### src/rtl/sse_pkg.sv
// Shared types, constants and character tables of the event stream parser.
package sse_pkg;

    localparam int MAX_EVENT_NAME_DEF = 32;
    localparam int CMD_DEPTH          = 4;
    localparam int MSG_LEN            = 7;

    localparam logic [7:0] CH_LF    = 8'h0A;
    localparam logic [7:0] CH_CR    = 8'h0D;
    localparam logic [7:0] CH_COLON = 8'h3A;
    localparam logic [7:0] CH_SPACE = 8'h20;

    localparam logic [1:0] KIND_DATA = 2'd0;
    localparam logic [1:0] KIND_NAME = 2'd1;
    localparam logic [1:0] KIND_END  = 2'd2;

    localparam logic [2:0] EVENT_LEN    = 3'd5;
    localparam logic [2:0] DATA_KEY_LEN = 3'd4;
    localparam logic [2:0] MATCH_MAX    = 3'd7;

    localparam logic [1:0] CAND_EVENT = 2'b01;
    localparam logic [1:0] CAND_DATA  = 2'b10;
    localparam logic [1:0] CAND_BOTH  = 2'b11;

    typedef enum logic [2:0] {
        PH_START,
        PH_NAME,
        PH_EVENT,
        PH_DATA,
        PH_SKIP
    } phase_t;

    typedef enum logic [1:0] {
        CMD_DATA,
        CMD_CLEAR,
        CMD_NBYTE,
        CMD_DISPATCH
    } cmd_op_t;

    typedef struct packed {
        cmd_op_t    op;
        logic [7:0] ch;
        logic       use_msg;
    } cmd_t;

    typedef enum logic [2:0] {
        B_IDLE,
        B_NWAIT,
        B_NAME,
        B_MSG,
        B_END
    } back_state_t;

    function automatic logic [7:0] event_char(input logic [2:0] i);
        logic [7:0] c;
        unique case (i)
            3'd0:    c = 8'h65;
            3'd1:    c = 8'h76;
            3'd2:    c = 8'h65;
            3'd3:    c = 8'h6E;
            3'd4:    c = 8'h74;
            default: c = 8'h00;
        endcase
        return c;
    endfunction

    function automatic logic [7:0] data_char(input logic [2:0] i);
        logic [7:0] c;
        unique case (i)
            3'd0:    c = 8'h64;
            3'd1:    c = 8'h61;
            3'd2:    c = 8'h74;
            3'd3:    c = 8'h61;
            default: c = 8'h00;
        endcase
        return c;
    endfunction

    function automatic logic [7:0] msg_char(input logic [2:0] i);
        logic [7:0] c;
        unique case (i)
            3'd0:    c = 8'h6D;
            3'd1:    c = 8'h65;
            3'd2:    c = 8'h73;
            3'd3:    c = 8'h73;
            3'd4:    c = 8'h61;
            3'd5:    c = 8'h67;
            3'd6:    c = 8'h65;
            default: c = 8'h00;
        endcase
        return c;
    endfunction

endpackage

### src/rtl/sse_event_stream_parser_core.sv
// Top level of the server-sent-events stream parser.
// Usage:
//   Input channel (in_valid/in_ready, stream_byte) takes one raw stream word
//   per handshake. Output channel (out_valid/out_ready) gives result words:
//   kind, char_value, name_truncated and last_of_run, the last marking the
//   final result caused by one input word.
// A data word passes through the command queue and then the output register.
// Throughput: one input word per cycle while the command queue has room.
//   A dispatch leaves the idle state, then emits either the stored event
//   name, each byte fetched in a wait state (registered read of the name
//   memory), or "message" when no name was set, and then the end marker;
//   input stalls once the four-entry command queue fills behind it.
// Reset: rst_n clears parser state, the queue and the output register; the
//   name memory itself is not cleared and is only read up to the stored
//   length.
// Receiver stall: the output register holds its word while out_ready is low;
//   the sequencer and then the queue back up, and in_ready drops when the
//   queue is full.
module sse_event_stream_parser_core
    import sse_pkg::*;
#(
    parameter int MAX_EVENT_NAME = MAX_EVENT_NAME_DEF
)
(
    input  logic       clk,
    input  logic       rst_n,
    input  logic       in_valid,
    output logic       in_ready,
    input  logic [7:0] stream_byte,
    output logic       out_valid,
    input  logic       out_ready,
    output logic [1:0] kind,
    output logic [7:0] char_value,
    output logic       name_truncated,
    output logic       last_of_run
);

    logic cmd_full;
    logic cmd_push;
    cmd_t cmd_in;
    logic cmd_pop;
    logic cmd_valid;
    cmd_t cmd_head;

    sse_front u_front (
        .clk         (clk),
        .rst_n       (rst_n),
        .in_valid    (in_valid),
        .in_ready    (in_ready),
        .stream_byte (stream_byte),
        .cmd_full    (cmd_full),
        .cmd_push    (cmd_push),
        .cmd_data    (cmd_in)
    );

    sse_cmd_fifo u_fifo (
        .clk       (clk),
        .rst_n     (rst_n),
        .push      (cmd_push),
        .push_data (cmd_in),
        .full      (cmd_full),
        .pop       (cmd_pop),
        .not_empty (cmd_valid),
        .head      (cmd_head)
    );

    sse_back #(
        .MAX_EVENT_NAME (MAX_EVENT_NAME)
    ) u_back (
        .clk            (clk),
        .rst_n          (rst_n),
        .cmd_valid      (cmd_valid),
        .cmd            (cmd_head),
        .cmd_pop        (cmd_pop),
        .out_valid      (out_valid),
        .out_ready      (out_ready),
        .kind           (kind),
        .char_value     (char_value),
        .name_truncated (name_truncated),
        .last_of_run    (last_of_run)
    );

endmodule

### src/rtl/sse_front.sv
// Line parser: classifies each input word and issues commands to the back end.
module sse_front
    import sse_pkg::*;
(
    input  logic       clk,
    input  logic       rst_n,
    input  logic       in_valid,
    output logic       in_ready,
    input  logic [7:0] stream_byte,
    input  logic       cmd_full,
    output logic       cmd_push,
    output cmd_t       cmd_data
);

    phase_t     phase_reg, phase_next;
    logic [2:0] match_reg, match_next;
    logic [1:0] cand_reg, cand_next;
    logic       skip_reg, skip_next;
    logic       after_cr_reg, after_cr_next;
    logic       held_nl_reg, held_nl_next;
    logic       has_data_reg, has_data_next;
    logic       name_set_reg, name_set_next;

    logic       accept;
    logic       emit;
    cmd_t       cmd;

    assign in_ready = !cmd_full;
    assign accept   = in_valid && in_ready;
    assign cmd_push = accept && emit;
    assign cmd_data = cmd;

    always_ff @(posedge clk or negedge rst_n) begin
        if (!rst_n)
        begin
            phase_reg    <= PH_START;
            match_reg    <= '0;
            cand_reg     <= CAND_BOTH;
            skip_reg     <= 1'b0;
            after_cr_reg <= 1'b0;
            held_nl_reg  <= 1'b0;
            has_data_reg <= 1'b0;
            name_set_reg <= 1'b0;
        end
        else if (accept)
        begin
            phase_reg    <= phase_next;
            match_reg    <= match_next;
            cand_reg     <= cand_next;
            skip_reg     <= skip_next;
            after_cr_reg <= after_cr_next;
            held_nl_reg  <= held_nl_next;
            has_data_reg <= has_data_next;
            name_set_reg <= name_set_next;
        end
    end

    always_comb
    begin
        logic [2:0] m;
        logic [1:0] cd;
        logic       in_name;
        phase_next    = phase_reg;
        match_next    = match_reg;
        cand_next     = cand_reg;
        skip_next     = skip_reg;
        after_cr_next = after_cr_reg;
        held_nl_next  = held_nl_reg;
        has_data_next = has_data_reg;
        name_set_next = name_set_reg;
        emit          = 1'b0;
        cmd.op        = CMD_DATA;
        cmd.ch        = stream_byte;
        cmd.use_msg   = 1'b0;
        m             = match_reg;
        cd            = cand_reg;
        in_name       = 1'b0;

        if (stream_byte == CH_LF && after_cr_reg)
        begin
            after_cr_next = 1'b0;
        end
        else if (stream_byte == CH_LF || stream_byte == CH_CR)
        begin
            after_cr_next = (stream_byte == CH_CR);
            if (phase_reg == PH_START)
            begin
                if (has_data_reg || name_set_reg)
                begin
                    emit          = 1'b1;
                    cmd.op        = CMD_DISPATCH;
                    cmd.use_msg   = !name_set_reg;
                    name_set_next = 1'b0;
                    has_data_next = 1'b0;
                    held_nl_next  = 1'b0;
                end
            end
            else if (phase_reg == PH_DATA)
            begin
                held_nl_next = 1'b1;
            end
            phase_next = PH_START;
            match_next = '0;
            cand_next  = CAND_BOTH;
            skip_next  = 1'b0;
        end
        else
        begin
            after_cr_next = 1'b0;
            unique case (phase_reg)
                PH_START:
                begin
                    if (stream_byte == CH_COLON)
                    begin
                        phase_next = PH_SKIP;
                    end
                    else
                    begin
                        phase_next = PH_NAME;
                        m          = '0;
                        cd         = CAND_BOTH;
                        match_next = '0;
                        cand_next  = CAND_BOTH;
                        in_name    = 1'b1;
                    end
                end
                PH_NAME:
                begin
                    in_name = 1'b1;
                end
                PH_EVENT:
                begin
                    skip_next = 1'b0;
                    if (!(skip_reg && stream_byte == CH_SPACE))
                    begin
                        emit   = 1'b1;
                        cmd.op = CMD_NBYTE;
                    end
                end
                PH_DATA:
                begin
                    skip_next = 1'b0;
                    if (!(skip_reg && stream_byte == CH_SPACE))
                    begin
                        emit   = 1'b1;
                        cmd.op = CMD_DATA;
                    end
                end
                default:
                begin
                end
            endcase

            if (in_name)
            begin
                if (stream_byte == CH_COLON)
                begin
                    if ((cd & CAND_EVENT) != 2'b00 && m == EVENT_LEN)
                    begin
                        phase_next    = PH_EVENT;
                        name_set_next = 1'b1;
                        skip_next     = 1'b1;
                        emit          = 1'b1;
                        cmd.op        = CMD_CLEAR;
                    end
                    else if ((cd & CAND_DATA) != 2'b00 && m == DATA_KEY_LEN)
                    begin
                        phase_next    = PH_DATA;
                        has_data_next = 1'b1;
                        skip_next     = 1'b1;
                        if (held_nl_reg)
                        begin
                            emit         = 1'b1;
                            cmd.op       = CMD_DATA;
                            cmd.ch       = CH_LF;
                            held_nl_next = 1'b0;
                        end
                    end
                    else
                    begin
                        phase_next = PH_SKIP;
                    end
                end
                else
                begin
                    if ((cd & CAND_EVENT) != 2'b00 &&
                        !(m < EVENT_LEN && event_char(m) == stream_byte))
                        cd = cd & ~CAND_EVENT;
                    if ((cd & CAND_DATA) != 2'b00 &&
                        !(m < DATA_KEY_LEN && data_char(m) == stream_byte))
                        cd = cd & ~CAND_DATA;
                    cand_next  = cd;
                    match_next = (m < MATCH_MAX) ? m + 3'd1 : m;
                    phase_next = (cd == 2'b00) ? PH_SKIP : PH_NAME;
                end
            end
        end
    end

endmodule

### src/rtl/sse_cmd_fifo.sv
// Short command queue between the line parser and the result sequencer.
module sse_cmd_fifo
    import sse_pkg::*;
(
    input  logic clk,
    input  logic rst_n,
    input  logic push,
    input  cmd_t push_data,
    output logic full,
    input  logic pop,
    output logic not_empty,
    output cmd_t head
);

    localparam int AW = $clog2(CMD_DEPTH);
    localparam int CW = $clog2(CMD_DEPTH + 1);

    cmd_t          slot_reg [CMD_DEPTH];
    logic [AW-1:0] wr_ptr_reg, wr_ptr_next;
    logic [AW-1:0] rd_ptr_reg, rd_ptr_next;
    logic [CW-1:0] count_reg, count_next;
    logic          do_push;
    logic          do_pop;

    assign full      = (count_reg == CW'(CMD_DEPTH));
    assign not_empty = (count_reg != '0);
    assign head      = slot_reg[rd_ptr_reg];
    assign do_push   = push && !full;
    assign do_pop    = pop && not_empty;

    always_comb
    begin
        wr_ptr_next = do_push ? AW'(wr_ptr_reg + AW'(1)) : wr_ptr_reg;
        rd_ptr_next = do_pop ? AW'(rd_ptr_reg + AW'(1)) : rd_ptr_reg;
        count_next  = count_reg;
        if (do_push && !do_pop)
            count_next = count_reg + CW'(1);
        else if (do_pop && !do_push)
            count_next = count_reg - CW'(1);
    end

    always_ff @(posedge clk or negedge rst_n) begin
        if (!rst_n)
        begin
            wr_ptr_reg <= '0;
            rd_ptr_reg <= '0;
            count_reg  <= '0;
        end
        else
        begin
            wr_ptr_reg <= wr_ptr_next;
            rd_ptr_reg <= rd_ptr_next;
            count_reg  <= count_next;
        end
    end

    always_ff @(posedge clk) begin
        if (do_push)
            slot_reg[wr_ptr_reg] <= push_data;
    end

endmodule

### src/rtl/sse_back.sv
// Result sequencer: name store, dispatch emission and the output register.
module sse_back
    import sse_pkg::*;
#(
    parameter int MAX_EVENT_NAME = MAX_EVENT_NAME_DEF
)
(
    input  logic       clk,
    input  logic       rst_n,
    input  logic       cmd_valid,
    input  cmd_t       cmd,
    output logic       cmd_pop,
    output logic       out_valid,
    input  logic       out_ready,
    output logic [1:0] kind,
    output logic [7:0] char_value,
    output logic       name_truncated,
    output logic       last_of_run
);

    localparam int IW = $clog2(MAX_EVENT_NAME);
    localparam int LW = $clog2(MAX_EVENT_NAME + 1);

    logic [7:0]    name_mem [MAX_EVENT_NAME];
    logic [7:0]    rd_data_reg;

    back_state_t   state_reg, state_next;
    logic [LW-1:0] len_reg, len_next;
    logic          ovf_reg, ovf_next;
    logic [IW-1:0] idx_reg, idx_next;

    logic          ov_reg, ov_next;
    logic [1:0]    kind_reg, kind_next;
    logic [7:0]    ch_reg, ch_next;
    logic          trunc_reg, trunc_next;
    logic          last_reg, last_next;

    logic          can_load;
    logic          wr_en;
    logic [IW-1:0] wr_addr;

    assign can_load       = !ov_reg || out_ready;
    assign out_valid      = ov_reg;
    assign kind           = kind_reg;
    assign char_value     = ch_reg;
    assign name_truncated = trunc_reg;
    assign last_of_run    = last_reg;
    assign wr_addr        = len_reg[IW-1:0];

    always_ff @(posedge clk or negedge rst_n) begin
        if (!rst_n)
        begin
            state_reg <= B_IDLE;
            len_reg   <= '0;
            ovf_reg   <= 1'b0;
            idx_reg   <= '0;
            ov_reg    <= 1'b0;
        end
        else
        begin
            state_reg <= state_next;
            len_reg   <= len_next;
            ovf_reg   <= ovf_next;
            idx_reg   <= idx_next;
            ov_reg    <= ov_next;
        end
    end

    always_ff @(posedge clk) begin
        kind_reg  <= kind_next;
        ch_reg    <= ch_next;
        trunc_reg <= trunc_next;
        last_reg  <= last_next;
    end

    always_ff @(posedge clk) begin
        if (wr_en)
            name_mem[wr_addr] <= cmd.ch;
        rd_data_reg <= name_mem[idx_reg];
    end

    always_comb
    begin
        state_next = state_reg;
        len_next   = len_reg;
        ovf_next   = ovf_reg;
        idx_next   = idx_reg;
        ov_next    = ov_reg && !out_ready;
        kind_next  = kind_reg;
        ch_next    = ch_reg;
        trunc_next = trunc_reg;
        last_next  = last_reg;
        cmd_pop    = 1'b0;
        wr_en      = 1'b0;

        unique case (state_reg)
            B_IDLE:
            begin
                if (cmd_valid && can_load)
                begin
                    cmd_pop = 1'b1;
                    unique case (cmd.op)
                        CMD_DATA:
                        begin
                            ov_next    = 1'b1;
                            kind_next  = KIND_DATA;
                            ch_next    = cmd.ch;
                            trunc_next = 1'b0;
                            last_next  = 1'b1;
                        end
                        CMD_CLEAR:
                        begin
                            len_next = '0;
                            ovf_next = 1'b0;
                        end
                        CMD_NBYTE:
                        begin
                            if (len_reg < LW'(MAX_EVENT_NAME))
                            begin
                                wr_en    = 1'b1;
                                len_next = len_reg + LW'(1);
                            end
                            else
                            begin
                                ovf_next = 1'b1;
                            end
                        end
                        CMD_DISPATCH:
                        begin
                            idx_next = '0;
                            if (cmd.use_msg)
                                state_next = B_MSG;
                            else if (len_reg == '0)
                                state_next = B_END;
                            else
                                state_next = B_NWAIT;
                        end
                        default:
                        begin
                        end
                    endcase
                end
            end
            B_NWAIT:
            begin
                state_next = B_NAME;
            end
            B_NAME:
            begin
                if (can_load)
                begin
                    ov_next    = 1'b1;
                    kind_next  = KIND_NAME;
                    ch_next    = rd_data_reg;
                    trunc_next = 1'b0;
                    last_next  = 1'b0;
                    idx_next   = idx_reg + IW'(1);
                    if (LW'(idx_reg) + LW'(1) == len_reg)
                        state_next = B_END;
                    else
                        state_next = B_NWAIT;
                end
            end
            B_MSG:
            begin
                if (can_load)
                begin
                    ov_next    = 1'b1;
                    kind_next  = KIND_NAME;
                    ch_next    = msg_char(idx_reg[2:0]);
                    trunc_next = 1'b0;
                    last_next  = 1'b0;
                    idx_next   = idx_reg + IW'(1);
                    if (idx_reg == IW'(MSG_LEN - 1))
                        state_next = B_END;
                end
            end
            B_END:
            begin
                if (can_load)
                begin
                    ov_next    = 1'b1;
                    kind_next  = KIND_END;
                    ch_next    = 8'h00;
                    trunc_next = ovf_reg;
                    last_next  = 1'b1;
                    len_next   = '0;
                    ovf_next   = 1'b0;
                    state_next = B_IDLE;
                end
            end
            default:
            begin
                state_next = B_IDLE;
            end
        endcase
    end

    a_len_bound: assert property (@(posedge clk) disable iff (!rst_n)
        len_reg <= LW'(MAX_EVENT_NAME))
        else $error("name length beyond store");

    a_name_idx: assert property (@(posedge clk) disable iff (!rst_n)
        (state_reg == B_NAME || state_reg == B_NWAIT) |-> (LW'(idx_reg) < len_reg))
        else $error("name read index past stored length");

    a_end_clears: assert property (@(posedge clk) disable iff (!rst_n)
        (state_reg == B_END && can_load) |=>
            (len_reg == '0 && !ovf_reg && ov_reg && kind_reg == KIND_END && last_reg))
        else $error("end marker did not clear the name store state");

endmodule
### config.mk
export PLATFORM = sky130hd
export DESIGN_NAME = sse_event_stream_parser_core
export DESIGN_NICKNAME = d
export VERILOG_FILES = /design/src/rtl/sse_pkg.sv /design/src/rtl/sse_event_stream_parser_core.sv /design/src/rtl/sse_front.sv /design/src/rtl/sse_cmd_fifo.sv /design/src/rtl/sse_back.sv
export SDC_FILE = /design/constraint.sdc
export NUM_CORES = 1
export LEC_CHECK = 0
export ABC_AREA = 1
export BUFFER_PORTS_ARGS = -buffer_cell sky130_fd_sc_hd__buf_4
export CORE_MARGIN = 1.5
export CORE_UTILIZATION = 35
export CTS_BUF_LIST = sky130_fd_sc_hd__clkbuf_4 sky130_fd_sc_hd__clkbuf_8
export CTS_CLUSTER_DIAMETER = 200
export DETAILED_ROUTE_END_ITERATION = 8
export GPL_ROUTABILITY_DRIVEN = 0
export PLACE_DENSITY_LB_ADDON = 0.3
export SYNTH_ARGS = -nofsm -noshare
export SYNTH_HDL_FRONTEND = slang
export SYNTH_SLANG_ARGS = --single-unit
### constraint.sdc
create_clock -name clk -period 3.6 [get_ports clk]
set_input_delay 0.18 -clock clk [delete_from_list [all_inputs] [get_ports clk]]
set_output_delay 0.18 -clock clk [all_outputs]
set_load 0.005 [all_outputs]
Word level (Yosys, flattened, before mapping)
Memories as Yosys holds them, arrays and structs flattened. A register that Yosys moved wholly into a read port is not among the register bits.
Cells that the tools add are included.
{"block": "word_totals", "rom_bits": 0, "ff_bits": 48, "ram_bits": 300, "mem_count": 2, "input_bits": 12, "latchBits": 0}
{"memory": "u_back.name_mem", "depth": 32, "width": 8, "read_ports": 1, "rd_ports_with_merged_regs": 1, "write_ports": 1, "line": "sse_back.sv:24", "source": "logic [7:0] name_mem [MAX_EVENT_NAME];"}
{"memory": "u_fifo.slot_reg", "depth": 4, "width": 11, "read_ports": 1, "rd_ports_with_merged_regs": 0, "write_ports": 1, "line": "sse_cmd_fifo.sv:18", "source": "cmd_t slot_reg [CMD_DEPTH];"}
{"block": "classes", "eq_ne": 46, "shifts": 0, "bitwise_logic": 1, "div": 0, "n_addsub": 8, "n_reduce_logical": 63, "muxes": 160, "multipliers": 0, "magnitude_cmp": 4}
{"operator": "$mux W8", "n": 15}
{"operator": "$mux W3", "n": 27}
{"operator": "$mux W1", "n": 66}
{"operator": "$mux W2", "n": 26}
{"operator": "$mux W10", "n": 4}
{"operator": "$pmux W7 S5", "n": 1}
{"operator": "$pmux W8 S4", "n": 1}
{"operator": "$pmux W7 S4", "n": 1}
{"operator": "$eq A3 B2 Y1 const B", "n": 8}
{"operator": "$pmux W6 S2", "n": 2}
{"operator": "$eq A3 B3 Y1 const B", "n": 7}
{"operator": "$pmux W7 S3", "n": 1}
{"operator": "$mux W6", "n": 3}
{"operator": "$eq A8 B4 Y1 const B", "n": 2}
{"operator": "$eq A8 B6 Y1 const B", "n": 2}
{"operator": "$eq A8 B8 Y1", "n": 2}
{"operator": "$logic_and A1 B1 Y1", "n": 16}
{"operator": "$reduce_and A8 Y1", "n": 2}
{"operator": "$mux W5", "n": 3}
{"operator": "$pmux W3 S5", "n": 1}
{"operator": "$reduce_and A5 Y1", "n": 3}
{"operator": "$ne A2 B1 Y1 const B", "n": 7}
{"operator": "$reduce_bool A2 Y1", "n": 7}
{"operator": "$eq A3 B1 Y1 const B", "n": 4}
{"operator": "35 further kinds", "n": 71}

Logic depth before layout (Yosys ltp)
{"block": "logic_depth", "word_depth": 32, "ltp_mapped": 20, "mapped_depth_nobuf": 19}

Cells and area by module
From an unflattened synthesis, not the netlist that was laid out.
{"block": "unflattened", "cells_unflattened": 1445, "hier_area_um2": 15607.5}
{"module": "sse_back", "n_inst": 1, "area_per_inst_um2": 12126.6, "cells_each": 1053}
{"module": "sse_cmd_fifo", "n_inst": 1, "area_per_inst_um2": 2203.4, "cells_each": 188}
{"module": "sse_front", "n_inst": 1, "area_per_inst_um2": 1277.5, "cells_each": 204}

Worst setup path before layout
Ideal clock, no wire load.
{"block": "synth_timing", "kind": "register -> register", "startpoint": "register u_front.phase_reg[0]", "endpoint": "register u_fifo.count_reg[2]", "path_slack_ns": 1.031, "t_arrival_ns": 2.445, "required_ns": 3.476, "period_less_slack_ns": 2.569, "stages_incl_launch_ff": 16, "path_cell_list": "dfrtp_1 nor3_4 nand2_4 o21ai_0 nand2_1 nor2_2 nand3_1 nand2_1 nor2_2 nor2_4 ha_1 inv_1 fa_1 a21oi_1 o21ai_0 xnor2_1"}
{"block": "synth_via", "elab_chain_cells": 17, "word_cells_on_any_way": 34, "cone_classes": "eq/ne: 5; mux: 19; reduce/logical: 10"}
{"element": "start: declaration", "line": "sse_front.sv:15", "source": "phase_t phase_reg, phase_next;"}
{"element": "start signal: assignment", "line": "sse_front.sv:47", "source": "phase_reg <= phase_next;"}
{"element": "$logic_not A3 Y1", "line": "sse_front.sv:86, sse_front.sv:110"}
{"element": "$mux W3", "line": "sse_front.sv:110", "source": "unique case (phase_reg)"}
{"element": "$mux W3", "line": "sse_front.sv:83", "source": "else if (stream_byte == CH_LF || stream_byte == CH_CR)"}
{"element": "$mux W3", "line": "sse_front.sv:79", "source": "if (stream_byte == CH_LF && after_cr_reg)"}
{"element": "$eq A3 B3 Y1", "line": "sse_front.sv:166", "source": "else if ((cd & CAND_DATA) != 2'b00 && m == DATA_KEY_LEN)"}
{"element": "$logic_and A1 B1 Y1", "line": "sse_front.sv:166"}
{"element": "$mux W1", "line": "sse_front.sv:166"}
{"element": "$mux W1", "line": "sse_front.sv:158", "source": "if ((cd & CAND_EVENT) != 2'b00 && m == EVENT_LEN)"}
{"element": "[... 2 more ...]"}
{"element": "$mux W1 *", "line": "sse_front.sv:83"}
{"element": "$mux W1 *", "line": "sse_front.sv:79"}
{"element": "$logic_and A1 B1 Y1 *", "line": "sse_front.sv:30", "source": "assign cmd_push = accept && emit;"}
{"element": "$logic_and A1 B1 Y1 *", "line": "sse_cmd_fifo.sv:28", "source": "assign do_push = push && !full;"}
{"element": "named net u_fifo.do_push", "line": "sse_cmd_fifo.sv:22", "source": "logic do_push;"}
{"element": "$logic_not A1 Y1", "line": "sse_cmd_fifo.sv:38", "source": "else if (do_pop && !do_push)"}
{"element": "$logic_and A1 B1 Y1", "line": "sse_cmd_fifo.sv:38"}
{"element": "$reduce_bool A2 Y1 (no line)"}
{"element": "end signal: assignment", "line": "sse_cmd_fifo.sv:53", "source": "count_reg <= count_next;"}
{"element": "end: declaration", "line": "sse_cmd_fifo.sv:21", "source": "logic [CW-1:0] count_reg, count_next;"}
The timed path passes the listed nets; every way through them passes the cells marked *. The select of a mux whose other input is x is not followed.
A chain may end at the register's enable or synchronous reset.

Final worst setup path
Same ends and word-level chain as after synthesis.

==> summary.json <==
{
  "status": "complete, no violations",
  "combPwrFrac_pct": 33.4,
  "io_buffer_count": 25,
  "p_total_mw": 13.65,
  "critical_path_start_end_classification": "register to register",
  "fp.dieW_um": 210.6,
  "vdd_ir_drop_max_uv": 470.9,
  "clock_sink_count": 356,
  "crit_path_start_kind": "register",
  "p_switching_mw": 5.067,
  "first_global_vias": 10280,
  "timing.slew.headroom_pct": 21.36,
  "route.detailed.wl_per_inst_um": 18.79,
  "largest_register_ffs": 256,
  "internal_power_mw": 8.588,
  "die_outline_height_um": 210.6,
  "flop_and_latch_count_out_of_synthesis": 356,
  "layout_cell_share_with_drive_strength_beyond_1_pct": 15.24,
  "drt_pass1_iterations": 5,
  "num-fill-cells": 3972,
  "areaGrowthSynthToFinish_pct": 15.92,
  "dieArea_um2": 44350,
  "post-synth-top-area-fraction_pct": 62.11,
  "clk_transition_reported_paths_ps": 70,
  "detail_route.vias_per_cell": 5.157,
  "clock_insertion_delay_worst_skew_ps": 620,
  "place_hpwl_um": 23430,
  "dr.first_iter.drc_count": 663,
  "grt_overflow": 0,
  "ys_seq_area_share_pct": 69.16,
  "synth.yosys.warnings": 0,
  "worst_pin_slew_ps": 1180,
  "final_period_minus_worst_setup_slack_ps": 2962,
  "reg2reg_depth": 15,
  "grt_first_pass_wirelength_um": 58380,
  "cts_tree": "done",
  "reg2reg_to": "u_fifo.count_reg[2]",
  "post_cts_setup_buffers": 0,
  "grt_start_max_net_pins": 92,
  "maxSlewViolCount": 0,
  "synth.distinct_cells": 46,
  "dpl_worst_slack_ps": 639.2,
  "clockPowerShare_pct": 24.7,
  "finish.utilization_pct": 41.41,
  "residual_drc": 0,
  "netlist_top_cells_area": "edfxtp_1 62%, nor2_1 5.8%, o21ai_0 5.7%",
  "antenna_found_initial": 0,
  "cts_htree_levels": 2,
  "leak_pwr_nw": 6.274,
  "timing_hold_violations_final": 0,
  "p_per_cell_area_nw_per_um2": 780.9,
  "setup_slack_ps": 638.4,
  "prevailing_post_synth_register_cell": "edfxtp_1",
  "core_um2": 42230,
  "clock_tree.buffer_depth": 3,
  "worst_ep_arrival_time_ps": 3440,
  "regToRegSetupSlack_ps": 640,
  "layout.nets": 1429,
  "worstReg2RegStart": "u_front.phase_reg[0]",
  "route.vias.total": 10260,
  "postSynth.asyncResetShare_pct": 10.11,
  "timing.critical_path.to_type": "register",
  "grt_setup_unrepaired": "no",
  "critPathMaxFanout": 12,
  "min_period_over_period_pct": 82.27,
  "setup-tns-final_ps": 0,
  "seq_power_share_pct": 41.9,
  "post_synth_edffs": 312,
  "setup_viol": 0,
  "cap_viol_max_count": 0,
  "antennaDiodeCount": 0,
  "pin_count": 26,
  "cell_area_after_synthesis_um2": 15080,
  "syn-num-nets": 1335,
  "final_antenna_net_count": 0,
  "cts-root-buf": "clkbuf_8",
  "row_count": 75,
  "sw_frac_of_total_pct": 37.11,
  "hp-class": "input port to asynchronous set/reset pin",
  "start_util_pct": 35.72,
  "finalWirelength_um": 37380,
  "syn_inst": 1307,
  "synth_area_per_cell_um2": 11.54,
  "worst_ep_required_time_ps": 4070,
  "synthDominantAreaCellType": "edfxtp_1",
  "final_area_um2": 17490,
  "postPlaceCellArea_um2": 16240,
  "cts_buffers": 57,
  "max_freq_ghz": 0.3377,
  "grtUsageTotal_pct": 17.00,
  "fin_skew_ps": 39.26
}
[worst max-delay path: stages (launching register included)]
cell and delay, ps:
dfrtp_1 430, nor3_4 320, nand2_4 160, o21ai_0 130, nand2_1 90, nor2_2 180, nand3_1 150, nand2_1 110
nor2_2 50, nor2_4 160, ha_1 170, inv_1 70, fa_1 430, a21oi_1 140, o21ai_0 110, xnor2_1 130
[cell usage in the layout (no fill, tap or decap), types with 3 or more instances in the layout]
cell type,synthesis,routed
a21oi_1,27,27
a22o_1,6,6
buf_4,1,89
clkbuf_4,0,18
clkbuf_8,0,62
clkinv_1,4,20
clkinv_2,0,10
dfrtp_1,34,32
dfxtp_1,8,8
dlygate4sd3_1,0,12
edfxtp_1,312,312
ha_1,15,15
inv_1,76,75
inv_2,5,5
nand2_1,132,132
nand2_2,4,4
nand3_1,43,43
nand4_1,13,13
nor2_1,233,233
nor2_2,5,5
nor3_1,13,13
o211ai_1,18,18
o21ai_0,172,172
o21ai_1,3,3
o221ai_1,15,15
o22ai_1,62,54
o22ai_2,0,8
xnor2_1,5,5
xor2_1,8,8
[per-stage QoR]
stage,instances,hold WS [ps]
floorplan,1307,-115.6
detailed placement,1869,177.3
finish,1989,73.93
CTS,1989,43.79
global route,1989,98.53
global placement,1869,169.6
[Yosys cell counts, types with 3 or more instances]
cell type / number
edfxtp_1: 312
nor2_1: 233
o21ai_0: 172
nand2_1: 132
inv_1: 76
o22ai_1: 62
clkbuf_1: 61
nand3_1: 43
dfrtp_1: 34
a21oi_1: 27
o211ai_1: 18
ha_1: 15
o221ai_1: 15
nand4_1: 13
nor3_1: 13
dfxtp_1: 8
xor2_1: 8
a22o_1: 6
inv_2: 5
nor2_2: 5
xnor2_1: 5
clkinv_1: 4
nand2_2: 4
buf_2: 3
o21ai_1: 3
[power by group through the flow]
stage               clock network, mW  registers, mW  logic (mW)
finish                           3.38           5.72        4.56
global route                     3.64           5.75        5.07
CTS                              3.47           5.72        4.57
detailed placement                  0           5.80        4.55
global placement                    0           5.79        4.49
floorplan                           0           5.73        2.82
[routing by layer]
layer | part of all wire, % | vias to the layer above | GRT usage, % | routed length [um]
li1 | - | 4879 | - | -
met1 | 45 | 5048 | 22.56 | 16820
met2 | 48 | 270 | 28.46 | 17970
met3 | 4.7 | 61 | 2.831 | 1770
met4 | 2.2 | 0 | 5.369 | 809
met5 | 0 | - | 0 | 0
[repair_timing]
action                    4_1_cts  5_1_grt
resized for setup               0        0
hold buffers                   12        0
hold endpoints to repair       72        0
[cells by family (layout without fill, tap and decap cells)]
| group | after synthesis | count (layout) | share of synthesized area, % |
|---|---|---|---|
| simple gates | 452 | 452 | 12.57 |
| xor+xnor | 13 | 13 | 0.7548 |
| compound gates | 315 | 315 | 12.04 |
| buf+inv | 153 | 296 | 3.965 |
| fa+ha+maj | 16 | 16 | 1.377 |
| mux | 2 | 2 | 0.1410 |
| flops | 356 | 356 | 69.16 |
[final cells by class]
class	instances	area, um2	area share, %
repair buffers	103	828.3	4.737
multi-input cells	798	4104	23.47
clock inverters	28	132.6	0.7585
inverters	85	320.3	1.832
flip-flops and latches	356	10440	59.69
clock buffers	80	988.4	5.653
well taps	539	674.4	3.857
[worst max-delay path by stage]
| stage | cells past startpoint | slack, ps | startpoint | endpoint |
|---|---|---|---|---|
| finish | 15 | 640 | u_front.phase_reg[0] | u_fifo.count_reg[2] |
| global route | 10 | 270 | u_fifo.rd_ptr_reg[0] | u_back.name_mem[4][5] |
| CTS | 15 | 630 | u_front.phase_reg[0] | u_fifo.count_reg[2] |
| detailed placement | 17 | 640 | stream_byte[6] | u_fifo.count_reg[1] |
| global placement | 15 | 680 | u_front.phase_reg[0] | u_fifo.count_reg[2] |
| floorplan | 15 | 1030 | u_front.phase_reg[0] | u_fifo.count_reg[2] |
(Power assumes the default switching activity.)
